**src/sv/cpr_pkg.sv**
```systemverilog
// ----------------------------------------------------------------------------
// cpr_pkg
// Shared types for the clock page replacement core: controller states and
// the command/status groups between controller and datapath.
// ----------------------------------------------------------------------------
package cpr_pkg;

  typedef enum logic [4:0] {
    S_IDLE  = 5'b00001,
    S_SCAN  = 5'b00010,
    S_SWEEP = 5'b00100,
    S_FETCH = 5'b01000,
    S_PLACE = 5'b10000
  } state_e;

  typedef struct packed {
    logic load;
    logic scan;
    logic hand_fix;
    logic sweep;
    logic fetch;
    logic place;
    logic hit_done;
  } cmd_t;

  typedef struct packed {
    logic hit;
    logic scan_end;
    logic use_at_hand;
  } status_t;

endpackage

```
**src/sv/cpr_ctrl.sv**
```systemverilog
// ----------------------------------------------------------------------------
// cpr_ctrl
// Controller: sequences lookup scan, hand sweep, victim fetch and placement
// for one request at a time.
// ----------------------------------------------------------------------------
module cpr_ctrl (
  input  logic            clk_i,
  input  logic            rst_ni,
  input  logic            start_i,
  input  cpr_pkg::status_t status_i,
  output cpr_pkg::cmd_t   cmd_o,
  output logic            busy_o
);
  import cpr_pkg::*;

  state_e state_q, state_d;

  always_ff @(posedge clk_i or negedge rst_ni) begin
    if (!rst_ni) begin
      state_q <= S_IDLE;
    end else begin
      state_q <= state_d;
    end
  end

  always_comb begin
    state_d = state_q;
    cmd_o   = '0;
    case (state_q)
      S_IDLE: begin
        if (start_i) begin
          cmd_o.load = 1'b1;
          state_d    = S_SCAN;
        end
      end
      S_SCAN: begin
        cmd_o.scan = 1'b1;
        if (status_i.hit) begin
          cmd_o.hit_done = 1'b1;
          state_d        = S_IDLE;
        end else if (status_i.scan_end) begin
          cmd_o.hand_fix = 1'b1;
          state_d        = S_SWEEP;
        end
      end
      S_SWEEP: begin
        if (status_i.use_at_hand) begin
          cmd_o.sweep = 1'b1;
        end else begin
          state_d = S_FETCH;
        end
      end
      S_FETCH: begin
        cmd_o.fetch = 1'b1;
        state_d     = S_PLACE;
      end
      S_PLACE: begin
        cmd_o.place = 1'b1;
        state_d     = S_IDLE;
      end
      default: begin
        state_d = S_IDLE;
      end
    endcase
  end

  assign busy_o = (state_q != S_IDLE);

`ifndef ASSERT_OFF
  a_accept_busy: assert property (@(posedge clk_i) disable iff (!rst_ni)
    start_i && !busy_o |=> busy_o)
    else $error("request accepted but controller not busy");

  a_place_after_fetch: assert property (@(posedge clk_i) disable iff (!rst_ni)
    cmd_o.place |-> $past(cmd_o.fetch))
    else $error("placement without victim fetch");

  a_sweep_on_miss: assert property (@(posedge clk_i) disable iff (!rst_ni)
    cmd_o.hand_fix |-> !status_i.hit)
    else $error("sweep started on a hit");
`endif

endmodule

```
**src/sv/cpr_dpath.sv**
```systemverilog
// ----------------------------------------------------------------------------
// cpr_dpath
// Datapath: frame page memory, valid and use bits, clock hand, fault counter,
// frame count register and result registers.
// ----------------------------------------------------------------------------
module cpr_dpath #(
  parameter int FRAMES    = 16,
  parameter int PAGE_BITS = 16
) (
  input  logic                 clk_i,
  input  logic                 rst_ni,
  input  logic                 cfg_we_i,
  input  logic [4:0]           cfg_wdata_i,
  input  logic [PAGE_BITS-1:0] page_i,
  input  cpr_pkg::cmd_t        cmd_i,
  output cpr_pkg::status_t     status_o,
  output logic                 done_o,
  output logic                 hit_o,
  output logic [3:0]           frame_slot_o,
  output logic                 evicted_valid_o,
  output logic [PAGE_BITS-1:0] evicted_page_o,
  output logic [31:0]          fault_total_o
);
  import cpr_pkg::*;

  localparam int IW = (FRAMES > 1) ? $clog2(FRAMES) : 1;
  localparam int CW = $clog2(FRAMES + 1);

  logic [4:0]           num_frames_q;
  logic [PAGE_BITS-1:0] page_q;
  logic [CW-1:0]        count_q, count_d;
  logic [CW-1:0]        scan_idx_q;
  logic [IW-1:0]        cmp_idx_q;
  logic                 cmp_vld_q;
  logic [IW-1:0]        hand_q, hand_next;
  logic [FRAMES-1:0]    valid_q, use_q;
  logic [31:0]          fault_q;
  logic [PAGE_BITS-1:0] mem_q [FRAMES];
  logic [PAGE_BITS-1:0] rdata_q;
  logic [IW-1:0]        rd_addr;
  logic                 issue;
  logic                 done_q, hit_q, ev_valid_q;
  logic [3:0]           slot_q;
  logic [PAGE_BITS-1:0] ev_page_q;

  always_comb begin
    int unsigned n;
    n = 32'(num_frames_q);
    if (n == 0) begin
      count_d = CW'(1);
    end else if (n > FRAMES) begin
      count_d = CW'(FRAMES);
    end else begin
      count_d = CW'(n);
    end
  end

  assign issue     = (scan_idx_q < count_q);
  assign rd_addr   = cmd_i.fetch ? hand_q : scan_idx_q[IW-1:0];
  assign hand_next = (CW'(hand_q) == count_q - CW'(1)) ? '0 : hand_q + IW'(1);

  assign status_o.hit         = cmp_vld_q && valid_q[cmp_idx_q] && (rdata_q == page_q);
  assign status_o.scan_end    = cmp_vld_q && (CW'(cmp_idx_q) == count_q - CW'(1));
  assign status_o.use_at_hand = use_q[hand_q];

  always_ff @(posedge clk_i) begin
    if (cmd_i.place) begin
      mem_q[hand_q] <= page_q;
    end
    rdata_q <= mem_q[rd_addr];
  end

  always_ff @(posedge clk_i) begin
    if (cmd_i.load) begin
      page_q  <= page_i;
      count_q <= count_d;
    end
    if (cmd_i.hit_done) begin
      hit_q      <= 1'b1;
      slot_q     <= 4'(cmp_idx_q);
      ev_valid_q <= 1'b0;
      ev_page_q  <= '0;
    end else if (cmd_i.place) begin
      hit_q      <= 1'b0;
      slot_q     <= 4'(hand_q);
      ev_valid_q <= valid_q[hand_q];
      ev_page_q  <= valid_q[hand_q] ? rdata_q : '0;
    end
  end

  always_ff @(posedge clk_i or negedge rst_ni) begin
    if (!rst_ni) begin
      num_frames_q <= 5'd16;
      scan_idx_q   <= '0;
      cmp_idx_q    <= '0;
      cmp_vld_q    <= 1'b0;
      hand_q       <= '0;
      valid_q      <= '0;
      use_q        <= '0;
      fault_q      <= '0;
      done_q       <= 1'b0;
    end else begin
      if (cfg_we_i) begin
        num_frames_q <= cfg_wdata_i;
      end
      done_q <= cmd_i.hit_done || cmd_i.place;
      if (cmd_i.load) begin
        scan_idx_q <= '0;
        cmp_vld_q  <= 1'b0;
      end else if (cmd_i.scan) begin
        if (issue) begin
          scan_idx_q <= scan_idx_q + CW'(1);
          cmp_idx_q  <= scan_idx_q[IW-1:0];
          cmp_vld_q  <= 1'b1;
        end else begin
          cmp_vld_q <= 1'b0;
        end
      end
      if (cmd_i.hit_done) begin
        use_q[cmp_idx_q] <= 1'b1;
      end
      if (cmd_i.hand_fix && (CW'(hand_q) >= count_q)) begin
        hand_q <= '0;
      end
      if (cmd_i.sweep) begin
        use_q[hand_q] <= 1'b0;
        hand_q        <= hand_next;
      end
      if (cmd_i.place) begin
        valid_q[hand_q] <= 1'b1;
        use_q[hand_q]   <= 1'b1;
        hand_q          <= hand_next;
        if (fault_q != '1) begin
          fault_q <= fault_q + 32'd1;
        end
      end
    end
  end

  assign done_o          = done_q;
  assign hit_o           = hit_q;
  assign frame_slot_o    = slot_q;
  assign evicted_valid_o = ev_valid_q;
  assign evicted_page_o  = ev_page_q;
  assign fault_total_o   = fault_q;

`ifndef ASSERT_OFF
  a_done_source: assert property (@(posedge clk_i) disable iff (!rst_ni)
    done_q |-> $past(cmd_i.place || cmd_i.hit_done))
    else $error("result strobe without completion");

  a_fault_monotonic: assert property (@(posedge clk_i) disable iff (!rst_ni)
    cmd_i.place |=> fault_q != '0)
    else $error("fault count zero after a fault");

  a_hand_in_range: assert property (@(posedge clk_i) disable iff (!rst_ni)
    cmd_i.place |=> CW'(hand_q) < count_q)
    else $error("clock hand beyond frames in use");
`endif

endmodule

```
**src/sv/clock_page_replacement_core.sv**
```systemverilog
// ----------------------------------------------------------------------------
// clock_page_replacement_core
// Second-chance (clock) page replacement over up to FRAMES page frames.
//
//   channel   handshake             payload
//   request   start_i / busy_o      page_i
//   result    done_o (one cycle)    hit_o, frame_slot_o, evicted_valid_o,
//                                   evicted_page_o, fault_total_o
//   config    cfg_we_i              cfg_wdata_i (num_frames)
//
// A hit ends the serial lookup of the frames in use over the frame memory's
// single read port; a miss then runs the one-frame-per-cycle hand sweep, the
// victim fetch and the placement. busy_o drops as done_o rises.
// Reset clears all frames to empty with clear use bits; no clearing pass.
// Results cannot be stalled; done_o is high for one cycle per request.
// ----------------------------------------------------------------------------
module clock_page_replacement_core #(
  parameter int FRAMES    = 16,
  parameter int PAGE_BITS = 16
) (
  input  logic                 clk_i,
  input  logic                 rst_ni,
  input  logic                 cfg_we_i,
  input  logic [4:0]           cfg_wdata_i,
  input  logic                 start_i,
  output logic                 busy_o,
  input  logic [PAGE_BITS-1:0] page_i,
  output logic                 done_o,
  output logic                 hit_o,
  output logic [3:0]           frame_slot_o,
  output logic                 evicted_valid_o,
  output logic [PAGE_BITS-1:0] evicted_page_o,
  output logic [31:0]          fault_total_o
);
  import cpr_pkg::*;

  cmd_t    cmd;
  status_t status;

  cpr_ctrl u_ctrl (
    .clk_i    (clk_i),
    .rst_ni   (rst_ni),
    .start_i  (start_i),
    .status_i (status),
    .cmd_o    (cmd),
    .busy_o   (busy_o)
  );

  cpr_dpath #(
    .FRAMES    (FRAMES),
    .PAGE_BITS (PAGE_BITS)
  ) u_dpath (
    .clk_i           (clk_i),
    .rst_ni          (rst_ni),
    .cfg_we_i        (cfg_we_i),
    .cfg_wdata_i     (cfg_wdata_i),
    .page_i          (page_i),
    .cmd_i           (cmd),
    .status_o        (status),
    .done_o          (done_o),
    .hit_o           (hit_o),
    .frame_slot_o    (frame_slot_o),
    .evicted_valid_o (evicted_valid_o),
    .evicted_page_o  (evicted_page_o),
    .fault_total_o   (fault_total_o)
  );

endmodule
```
**config.mk**
```make
export PLATFORM = sky130hd
export DESIGN_NAME = clock_page_replacement_core
export DESIGN_NICKNAME = d
export VERILOG_FILES = /design/src/sv/cpr_pkg.sv /design/src/sv/cpr_ctrl.sv /design/src/sv/cpr_dpath.sv /design/src/sv/clock_page_replacement_core.sv
export SDC_FILE = /design/constraint.sdc
export NUM_CORES = 1
export LEC_CHECK = 0
export BUFFER_PORTS_ARGS = -buffer_cell sky130_fd_sc_hd__buf_2
export CAP_MARGIN = 20
export CORE_ASPECT_RATIO = 1.1
export CORE_MARGIN = 5
export CORE_UTILIZATION = 55
export CTS_CLUSTER_SIZE = 30
export DETAILED_ROUTE_END_ITERATION = 6
export PLACE_DENSITY = 0.76
export SKIP_CTS_REPAIR_TIMING = 1
export SLEW_MARGIN = 20
export SYNTH_ARGS = -nofsm -noshare
export SYNTH_HDL_FRONTEND = slang
export SYNTH_SLANG_ARGS = --single-unit
```
**constraint.sdc**
```tcl
create_clock -name clk_i -period 2.6 [get_ports clk_i]
set_clock_uncertainty 0.05 [all_clocks]
set_input_delay 0.13 -clock clk_i [delete_from_list [all_inputs] [get_ports clk_i]]
set_output_delay 0.13 -clock clk_i [all_outputs]
set_load 0.02 [all_outputs]
```
* After elaboration in Yosys (flattened, before gate mapping)
Memories as Yosys holds them, arrays and structs flattened. A register that Yosys moved wholly into a read port is not among the register bits. Index checks and enable logic that the tools add are counted.
Operators by class: $add $sub $neg 4, magnitude comparators 7, equality and inequality tests 13, muxes and demuxes 46, bitwise logic cells 6, reductions and logical operators 17
Operators by type and width (count):
- $mux W16 | 4
- $or A16 B16 Y16 | 3
- $mux W5 | 8
- $add A32 B1 Y32 const B | 1
- $ne A32 B32 Y1 const B | 1
- $mux W4 | 7
- $mux W1 | 20
- $pmux W5 S4 | 1
- $and A16 B16 Y16 | 1
- $eq A16 B16 Y1 | 1
- $not A16 Y16 | 1
- $bmux W1 S4 | 3
- $eq A4 B5 Y1 | 2
- $lt A4 B5 Y1 const B | 2
- $demux W1 S4 | 2
- $ge A4 B1 Y1 const B | 2
- $logic_and A1 B1 Y1 | 6
- $reduce_and A3 Y1 | 2
- $reduce_bool A2 Y1 | 3
- $add A5 B1 Y5 const B | 1
- $eq A5 B1 Y1 const B | 1
- $eq A5 B2 Y1 const B | 1
- $eq A5 B3 Y1 const B | 1
- $eq A5 B4 Y1 const B | 1
- 16 further kinds | 18
Storage, ports and cells: bits in registers 132, memory bits (writable) 256, output and inout bits 56, memories 1
Memories:
- u_dpath.mem_q | depth 16, width 16, read ports 1, clocked after memory_dff 1, write ports 1, RTL line cpr_dpath.sv:38 | logic [PAGE_BITS-1:0] mem_q [FRAMES];

* Logic depth before layout (Yosys ltp)
Gate-level depths: netlist (run 1).
depth in word-level cells 11, mapped depth 10

* Hierarchy
A second synthesis (run 1) with hierarchy kept.
Unflattened totals: cells, all modules 1352, area, all modules 16872.4 µm²
Modules (own cells, without submodules):
- cpr_dpath | times used 1, cells each 1317, area each 16548.4 µm², sequential area each 11222.0 µm²
- cpr_ctrl | times used 1, cells each 35, area each 324.1 µm², sequential area each 126.4 µm²

* Worst setup path before layout (run 1)
OpenSTA, ideal clock, no wires.
path kind flip-flop to flip-flop, from register u_ctrl.state_q[2], to memory u_dpath.mem_q[0][0], enable pin, setup time 0.364 ns, arrival time 1.996 ns, slack 0.190 ns, stages on the path, launching flop included 7, path buffers 2, clock period less this slack 2.410 ns, cell sequence dfrtp_1 nor3_1 and3b_1 clkbuf_1 clkbuf_1 nand3_1 inv_1
Between the ends: longest elaborated chain between the ends 4
Ends and longest elaborated chain:
- from (decl) | RTL line cpr_ctrl.sv:16 | state_e state_q, state_d;
- from (signal assigned) | RTL line cpr_ctrl.sv:22 | state_q <= state_d;
- $eq A5 B5 Y1 | RTL line cpr_ctrl.sv:29 | case (state_q)
- $mux W1 | RTL line cpr_ctrl.sv:29
- $mux W1 | RTL line cpr_dpath.sv:67 | if (cmd_i.place) begin
- $mux W1 (not written as such) | RTL line cpr_dpath.sv:68 | mem_q[hand_q] <= page_q;
- to (decl) | RTL line cpr_dpath.sv:38
Every way passes these cells.

* Final worst setup path (run 1)
from register u_ctrl.state_q[4], to register u_dpath.rdata_q[5], read port of u_dpath.mem_q
Between the ends: longest elaborated chain between the ends 3
Ends and longest elaborated chain:
- $eq A5 B4 Y1 | RTL line cpr_ctrl.sv:29
- $mux W1 | RTL line cpr_ctrl.sv:29
- $mux W4 | RTL line cpr_dpath.sv:59 | assign rd_addr = cmd_i.fetch ? hand_q : scan_idx_q[IW-1:0];
- to (decl) | RTL line cpr_dpath.sv:39 | logic [PAGE_BITS-1:0] rdata_q;
Every way passes these cells. A chain may end at the register's enable or synchronous reset.

==> impl_metrics.tcl, run 1 <==
set metrics [dict create \
    status "finished clean" \
    slew_headroom_pct 52.1 \
    viasPerCell 6.33 \
    start_util_pct 55.9 \
    drt_iter0_markers 1092 \
    hold_class "primary input to asynchronous set/reset pin" \
    ys_ff_latch 404 \
    yosysMostFrequentCell "edfxtp_1" \
    synthesis.area_um2 16600 \
    cp.required_ps 2960 \
    place.gp.congestion 0.925 \
    grt_pass1_vias 11087 \
    ys.flop_type "edfxtp_1" \
    powerDensity_nw_per_um2 861 \
    synth_compound_area_share_pct 10.2 \
    synth_fp_nets 1199 \
    cts_tree "done" \
    synth.top_cells.by_count "edfxtp_1 (281), dfrtp_1 (87), nand2_1 (71)" \
    portBuffers 80 \
    synth_top_area_cell "edfxtp_1" \
    area_delta_synth_final_pct 19.5 \
    die_y_um 192 \
    rsz0062_at_grt "false" \
    ioPinCount 81 \
    yosysSeqAreaShare_pct 68.5 \
    syn_avg_cell_area_um2 14.3 \
    grt.total_usage_pct 24.8 \
    yosys_warnings 0 \
    worstSetupStartpointType "flip-flop" \
    cts.sinks 404 \
    slew_violations 0 \
    layout-drive-gt1-share_pct 20.0 \
    worstSetupPathType "flip-flop to flip-flop" \
    worstPathArrival_ps 2840 \
    synth_area_leaders "edfxtp_1 (51%), dfrtp_1 (13%), dfxtp_1 (4.1%), mux2i_1 (3.1%), mux4_2 (1.6%)" \
    syn_inst 1157 \
    synth_top_family_by_area "compound AO/OA/AOI/OAI gates" \
    power.leakage_uw 0.00790 \
    period_needed_ps 2470 \
    die_w_um 175 \
    post-route-util_pct 66.8 \
    cts-root-buf "clkbuf_16" \
    path_clk_slew_ps 60 \
    fin_nets 1380 \
    end_kind "flip-flop" \
    crit_path_max_fanout 41 \
    tightest_slew_ps 719 \
    reg2reg_from "u_ctrl.state_q[4]" \
    fmax_ghz 0.405 \
    place_area_um2 18300 \
    clock_latency_ps 530 \
    grt_max_degree 57 \
    cts_made_buffers 39 \
    drtPass1Iterations 7 \
    tns_ps 0 \
    finalSetupViolations 0 \
    drc_errors 0 \
    async_flop_share_pct 22.0 \
    synth-edff-count 281 \
    reg2reg_depth 7 \
    yosysUniqueCellTypes 63 \
    synthSimpleGateAreaFrac_pct 9.10 \
    synth-adder-area-share_pct 1.28 \
    grt_pass1_wl_um 63700 \
    ctsLongestPathBuffers 3 \
    wire_per_inst_um 24.5 \
    coreArea_um2 29600 \
    finalCritPeriodShare_pct 95.1 \
    reg2reg_setup_slack_ps 130 \
    antenna_found_initial 0 \
    finalInstanceArea_um2 19800 \
    rows 66 \
    hpwl_um 25700 \
    hold_violations 0 \
    ant_nets 0 \
    synth_mux_area_share_pct 5.66 \
    antenna_cells 0 \
    dieArea_um2 33700 \
    yosys.area.top_type_share_pct 50.9 \
    synth_xor_area_share_pct 3.12 \
    grt_overflow 0 \
    routed_wl_um 42600 \
    cts_max_level 2 \
    r2r-end "u_dpath.rdata_q[5]" \
    drv_cap 0 \
    num_vias 11023 \
    ir_drop_uv 608 \
]
## worst max-delay path: stages, from the launching register on
cell      delay (ps)
dfrtp_1          460
or3_1            450
o21ai_2          190
and2_4           220
buf_16           250
mux2i_1          280
a222oi_1         150
a211o_1          290
## cells in the final DEF, fill, tap and decap left out, types with 15 or more instances in the layout
cell type      instances
a211o_1               19
a211oi_1              33
a21oi_1               32
a222oi_1              16
a22o_1                17
a31oi_1               20
and2_1                16
and3_1                20
buf_12                33
buf_2                 79
buf_4                 52
clkbuf_1              15
clkbuf_16             39
dfrtp_1               86
dfxtp_1               34
dlygate4sd3_1         29
edfxtp_1             281
ha_1                  17
inv_1                 24
mux2i_1               52
nand2_1               71
nand3_1               25
nand4_1               17
nor2_1                38
nor4_1                26
o21ai_0               32
o22ai_1               36
xnor2_1               30
xor2_1                29
## per-stage QoR
| stage | std cells | worst slack (ps) | power, uW | hold WS, ps |
|---|---|---|---|---|
| finish | 1742 | 128 | 17000 | 156 |
| global placement | 1642 | 122 | 11500 | 183 |
| global route | 1742 | 28.4 | 17700 | 225 |
| CTS | 1713 | 44.2 | 16900 | -365 |
| floorplan | 1157 | 190 | 10000 | -216 |
| detailed placement | 1642 | 80.6 | 11600 | 184 |
## logic make-up after synthesis
| logic type | Yosys count |
|---|---|
| xor gates and xnor gates | 59 |
| AOI/OAI and AO/OA | 241 |
| muxes | 77 |
| adders and majority gates | 17 |
| DFF | 404 |
| buffers and inverters | 80 |
| and+or+nand+nor | 279 |
## how the worst max path moves through the flow
stage          cells past startpoint                  from                   to  slack, ps
2_1_floorplan                      6     u_ctrl.state_q[2]  u_dpath.mem_q[0][0]        190
3_5_place_dp                       7     u_ctrl.state_q[4]   u_dpath.rdata_q[7]         80
4_1_cts                            7  u_dpath.cmp_idx_q[0]    u_dpath.hand_q[3]         40
3_3_place_gp                       7  u_dpath.cmp_idx_q[0]    u_dpath.hand_q[2]        120
5_1_grt                            7     u_ctrl.state_q[4]   u_dpath.rdata_q[5]         30
6_report                           7     u_ctrl.state_q[4]   u_dpath.rdata_q[5]        130
## sequential cells by signal, indices dropped and copies added, names as in the netlist, 5 cells and up
name                    flops
u_dpath.valid_q            16
u_dpath.use_q              16
u_dpath.evicted_page_o     16
u_dpath.page_q             16
u_dpath.num_frames_q        5
u_dpath.rdata_q            16
u_dpath.scan_idx_q          5
u_dpath.count_q             5
u_dpath.mem_q             256
u_dpath.fault_total_o      32
u_ctrl.state_q              5
## area by class of cell
type	count	area, um^2
Clock buffer	55	1050
Clock inverter	16	163
Fill cell	1994	9850
Inverter	26	97.6
Multi-Input combinational cell	673	4910
Sequential cell	404	11300
Tap cell	374	468
Timing Repair Buffer	194	1760
## layer usage
metal  track usage [%]  wire, um  up-vias  share of wire (%)
met3              3.90      3860      122                9.1
met5                 0         0        -                  0
li1                  -         -     4853                  -
met2              41.6     20900      566                 49
met1              32.4     15900     5482                 37
met4              11.1      1950        0                4.6
## power by group
part | switching, uW | internal, uW | leakage [uW]
logic | 2240 | 1600 | 0.00329
registers | 433 | 7370 | 0.00403
clock network | 2290 | 3120 | 0.000585
total | 4960 | 12100 | 0.00790
(Power assumes the default switching activity.)
==> inputs of run 2 (changes only) <==
--- a/config.mk
+++ b/config.mk
@@ -5,16 +5,16 @@
 export SDC_FILE = /design/constraint.sdc
 export NUM_CORES = 1
 export LEC_CHECK = 0
+export ABC_AREA = 1
 export BUFFER_PORTS_ARGS = -buffer_cell sky130_fd_sc_hd__buf_2
 export CAP_MARGIN = 20
 export CORE_ASPECT_RATIO = 1.1
 export CORE_MARGIN = 5
-export CORE_UTILIZATION = 55
+export CORE_UTILIZATION = 56
 export CTS_CLUSTER_SIZE = 30
 export DETAILED_ROUTE_END_ITERATION = 6
 export PLACE_DENSITY = 0.76
 export SKIP_CTS_REPAIR_TIMING = 1
-export SLEW_MARGIN = 20
 export SYNTH_ARGS = -nofsm -noshare
 export SYNTH_HDL_FRONTEND = slang
 export SYNTH_SLANG_ARGS = --single-unit
==> constraint.sdc (replaced) <==
create_clock -name clk_i -period 2.6 [get_ports clk_i]
set_clock_uncertainty 0.05 [all_clocks]
set_input_delay 0.13 -clock clk_i [delete_from_list [all_inputs] [get_ports clk_i]]
set_output_delay 0.13 -clock clk_i [all_outputs]
set_load 0.1 [all_outputs]
==> run 2 against run 1 <==
Via count grew 23%. Core utilization decreased by 1.5 points. Synthesized area is 10% higher. Largest power group unchanged.
==> impl_metrics.tcl, run 2 <==
set metrics [dict create \
    coreArea_um2 32200 \
    path_delay_family "simple AND/OR/NAND/NOR gates" \
    syn_inst 1798 \
    yosysSeqAreaShare_pct 62.3 \
    synth_top_area_cell "edfxtp_1" \
    crit_path_max_fanout 17 \
    synth-edff-count 281 \
    cpPeakStageDelay_ps 680 \
    path_cells "inv_1 -> nand2_1 -> nand3_1 -> nor2_1 -> nand3_1 -> nor2_4 -> nand2_4 -> buf_4 -> nand3_1 -> o21ai_0" \
    rsz0062_at_grt "false" \
    power_switching_share_pct 30.6 \
    ir_drop_uv 473 \
    reg2reg_depth 10 \
    async_flop_share_pct 22.0 \
    path_clk_slew_ps 60 \
    place.gp.congestion 0.910 \
    drtPass1Iterations 6 \
    yosys_warnings 0 \
    stdcell_count 2396 \
    drt_iter0_markers 1436 \
    hpwl_um 29200 \
    regMostFlops "u_dpath.mem_q" \
    fin_nets 1984 \
    dieArea_um2 36200 \
    power.switching_uw 5190 \
    rows 69 \
    drc_errors 0 \
    viasPerCell 5.64 \
    finalInstanceArea_um2 21000 \
    antenna_found_initial 0 \
    powerDensity_nw_per_um2 805 \
    syn_avg_cell_area_um2 10.1 \
    clock_power_share_pct 33.7 \
    synth.top_cells.by_count "nand2_1 (473), edfxtp_1 (281), inv_1 (267)" \
    worstSetupStartpointType "flip-flop" \
    r2r-end "u_dpath.evicted_page_o[5]" \
    grt_pass1_vias 13345 \
    end_kind "flip-flop" \
    yosysMostFrequentCell "nand2_1" \
    layout_setup_ws_ps 282 \
    synth_area_leaders "edfxtp_1 (46%), dfrtp_1 (12%), nand2_1 (9.7%), o211ai_1 (5.7%), inv_1 (5.5%)" \
    place_area_um2 19400 \
    ioPinCount 81 \
    power_frac_seq_pct 46.0 \
    reg2reg_from "u_dpath.page_q[9]" \
    power.leakage_uw 0.00905 \
    grt_max_degree 97 \
    tns_ps 0 \
    finalSetupViolations 0 \
    power_uw 16900 \
    period_needed_ps 2320 \
    yosysUniqueCellTypes 43 \
    cts_tree "done" \
    worstPathArrival_ps 2690 \
    cp.required_ps 2980 \
    reg2reg_setup_slack_ps 280 \
    post-place-ws_ps 306 \
    grt_overflow 0 \
    drv_cap 0 \
    status "finished clean" \
    die_w_um 182 \
    final_cell_mix "nand2_1 (471), edfxtp_1 (281), inv_1 (266)" \
    wire_per_inst_um 19.4 \
    layout_commonest_cell "nand2_1" \
    largest_reg_flops 256 \
    grt_pass1_wl_um 72600 \
    cts-root-buf "clkbuf_16" \
    fmax_ghz 0.431 \
    layout-drive-gt1-share_pct 12.5 \
    yosys.area.top_type_share_pct 46.3 \
    ys_ff_latch 404 \
    slew_violations 0 \
    slowest_stage "edfxtp_1" \
    dp_cells 2295 \
    ant_nets 0 \
    num_vias 13507 \
    crit_path_frequent_cell "nand3_1" \
    synthesis.area_um2 18200 \
    grt.total_usage_pct 25.6 \
    p_int_uw 11700 \
    tightest_slew_ps 914 \
    critPathBufInv 2 \
    power_frac_comb_pct 20.3 \
    slew_headroom_pct 39.0 \
    cts.sinks 404 \
    ctsLongestPathBuffers 3 \
    hold_violations 0 \
    finalCritPeriodShare_pct 89.2 \
    cts_max_level 2 \
    worstSetupPathType "flip-flop to flip-flop" \
    hold_class "primary input to asynchronous set/reset pin" \
    portBuffers 80 \
    clock_latency_ps 560 \
    start_util_pct 56.6 \
    die_y_um 199 \
    synth_fp_nets 1840 \
    cts_made_buffers 41 \
    ys.flop_type "edfxtp_1" \
    area_delta_synth_final_pct 15.4 \
    antenna_cells 0 \
    routed_wl_um 46400 \
]
-- run 2: cell count changes after synthesis, moves of 36 or more --
cell      before  now
o211ai_1       1  139
mux2i_1       52    0
nand2_1       71  473
nor2_1        38  103
inv_1         24  267
o22ai_1       36    0
nand3_1       25  171
-- run 2: stage by stage --
| step | util (%) | hold slack [ps] |
|---|---|---|
| floorplan | - | -216 |
| finish | 65.3 | 40.1 |
| detailed placement | 60.3 | 71.4 |
| global route | 65.3 | 87.9 |
| CTS | 64.4 | -502 |
| global placement | 60.3 | 74.8 |
-- run 2: cell type report --
| cell class | count | area [um^2] |
|---|---|---|
| well taps | 426 | 533 |
| repair buffers | 170 | 1390 |
| clock buffers | 55 | 1130 |
| clock inverters | 16 | 171 |
| fillers | 2414 | 11200 |
| multi-input cells | 1054 | 5430 |
| flip-flops and latches | 404 | 11300 |
| inverters | 271 | 1020 |
-- run 2: worst max-delay path by stage --
stage / startpoint / to / slack [ps] / cells past startpoint
CTS: u_dpath.page_q[9] / u_dpath.evicted_page_o[5] / 300 / 10
finish: u_dpath.page_q[9] / u_dpath.evicted_page_o[5] / 280 / 10
detailed placement: u_dpath.page_q[9] / u_dpath.evicted_page_o[5] / 310 / 10
floorplan: u_ctrl.state_q[0] / u_dpath.scan_idx_q[0] / -330 / 5
global route: u_dpath.page_q[9] / u_dpath.evicted_page_o[5] / 50 / 10
global placement: u_dpath.page_q[9] / u_dpath.frame_slot_o[0] / 390 / 8
-- run 2: cells by family after synthesis --
kind of cell	synth area share (%)
AOI/OAI and AO/OA	7.44
xor gates and xnor gates	1.87
adders and majority gates	1.17
buffers and inverters	8.09
DFF	62.3
muxes	0.185
and+or+nand+nor	19.0
-- run 2: routing by layer --
layer,up-vias,share of wire (%),wire length (um),GRT usage [%]
met2,673,47,22000,42.3
met4,0,3.7,1710,9.56
met1,6416,40,18400,34.4
li1,6286,-,-,-
met3,132,9.4,4340,4.35
met5,-,0,0,0
-- run 2: power by group through the flow --
| stage | Clock (uW) | Combinational [uW] | Sequential [uW] |
|---|---|---|---|
| 4_1_cts | 5800 | 3370 | 7770 |
| 2_1_floorplan | 0 | 2390 | 7740 |
| 6_report | 5710 | 3440 | 7790 |
| 3_5_place_dp | 0 | 3340 | 7890 |
| 3_3_place_gp | 0 | 3210 | 7890 |
| 5_1_grt | 6070 | 3800 | 7800 |
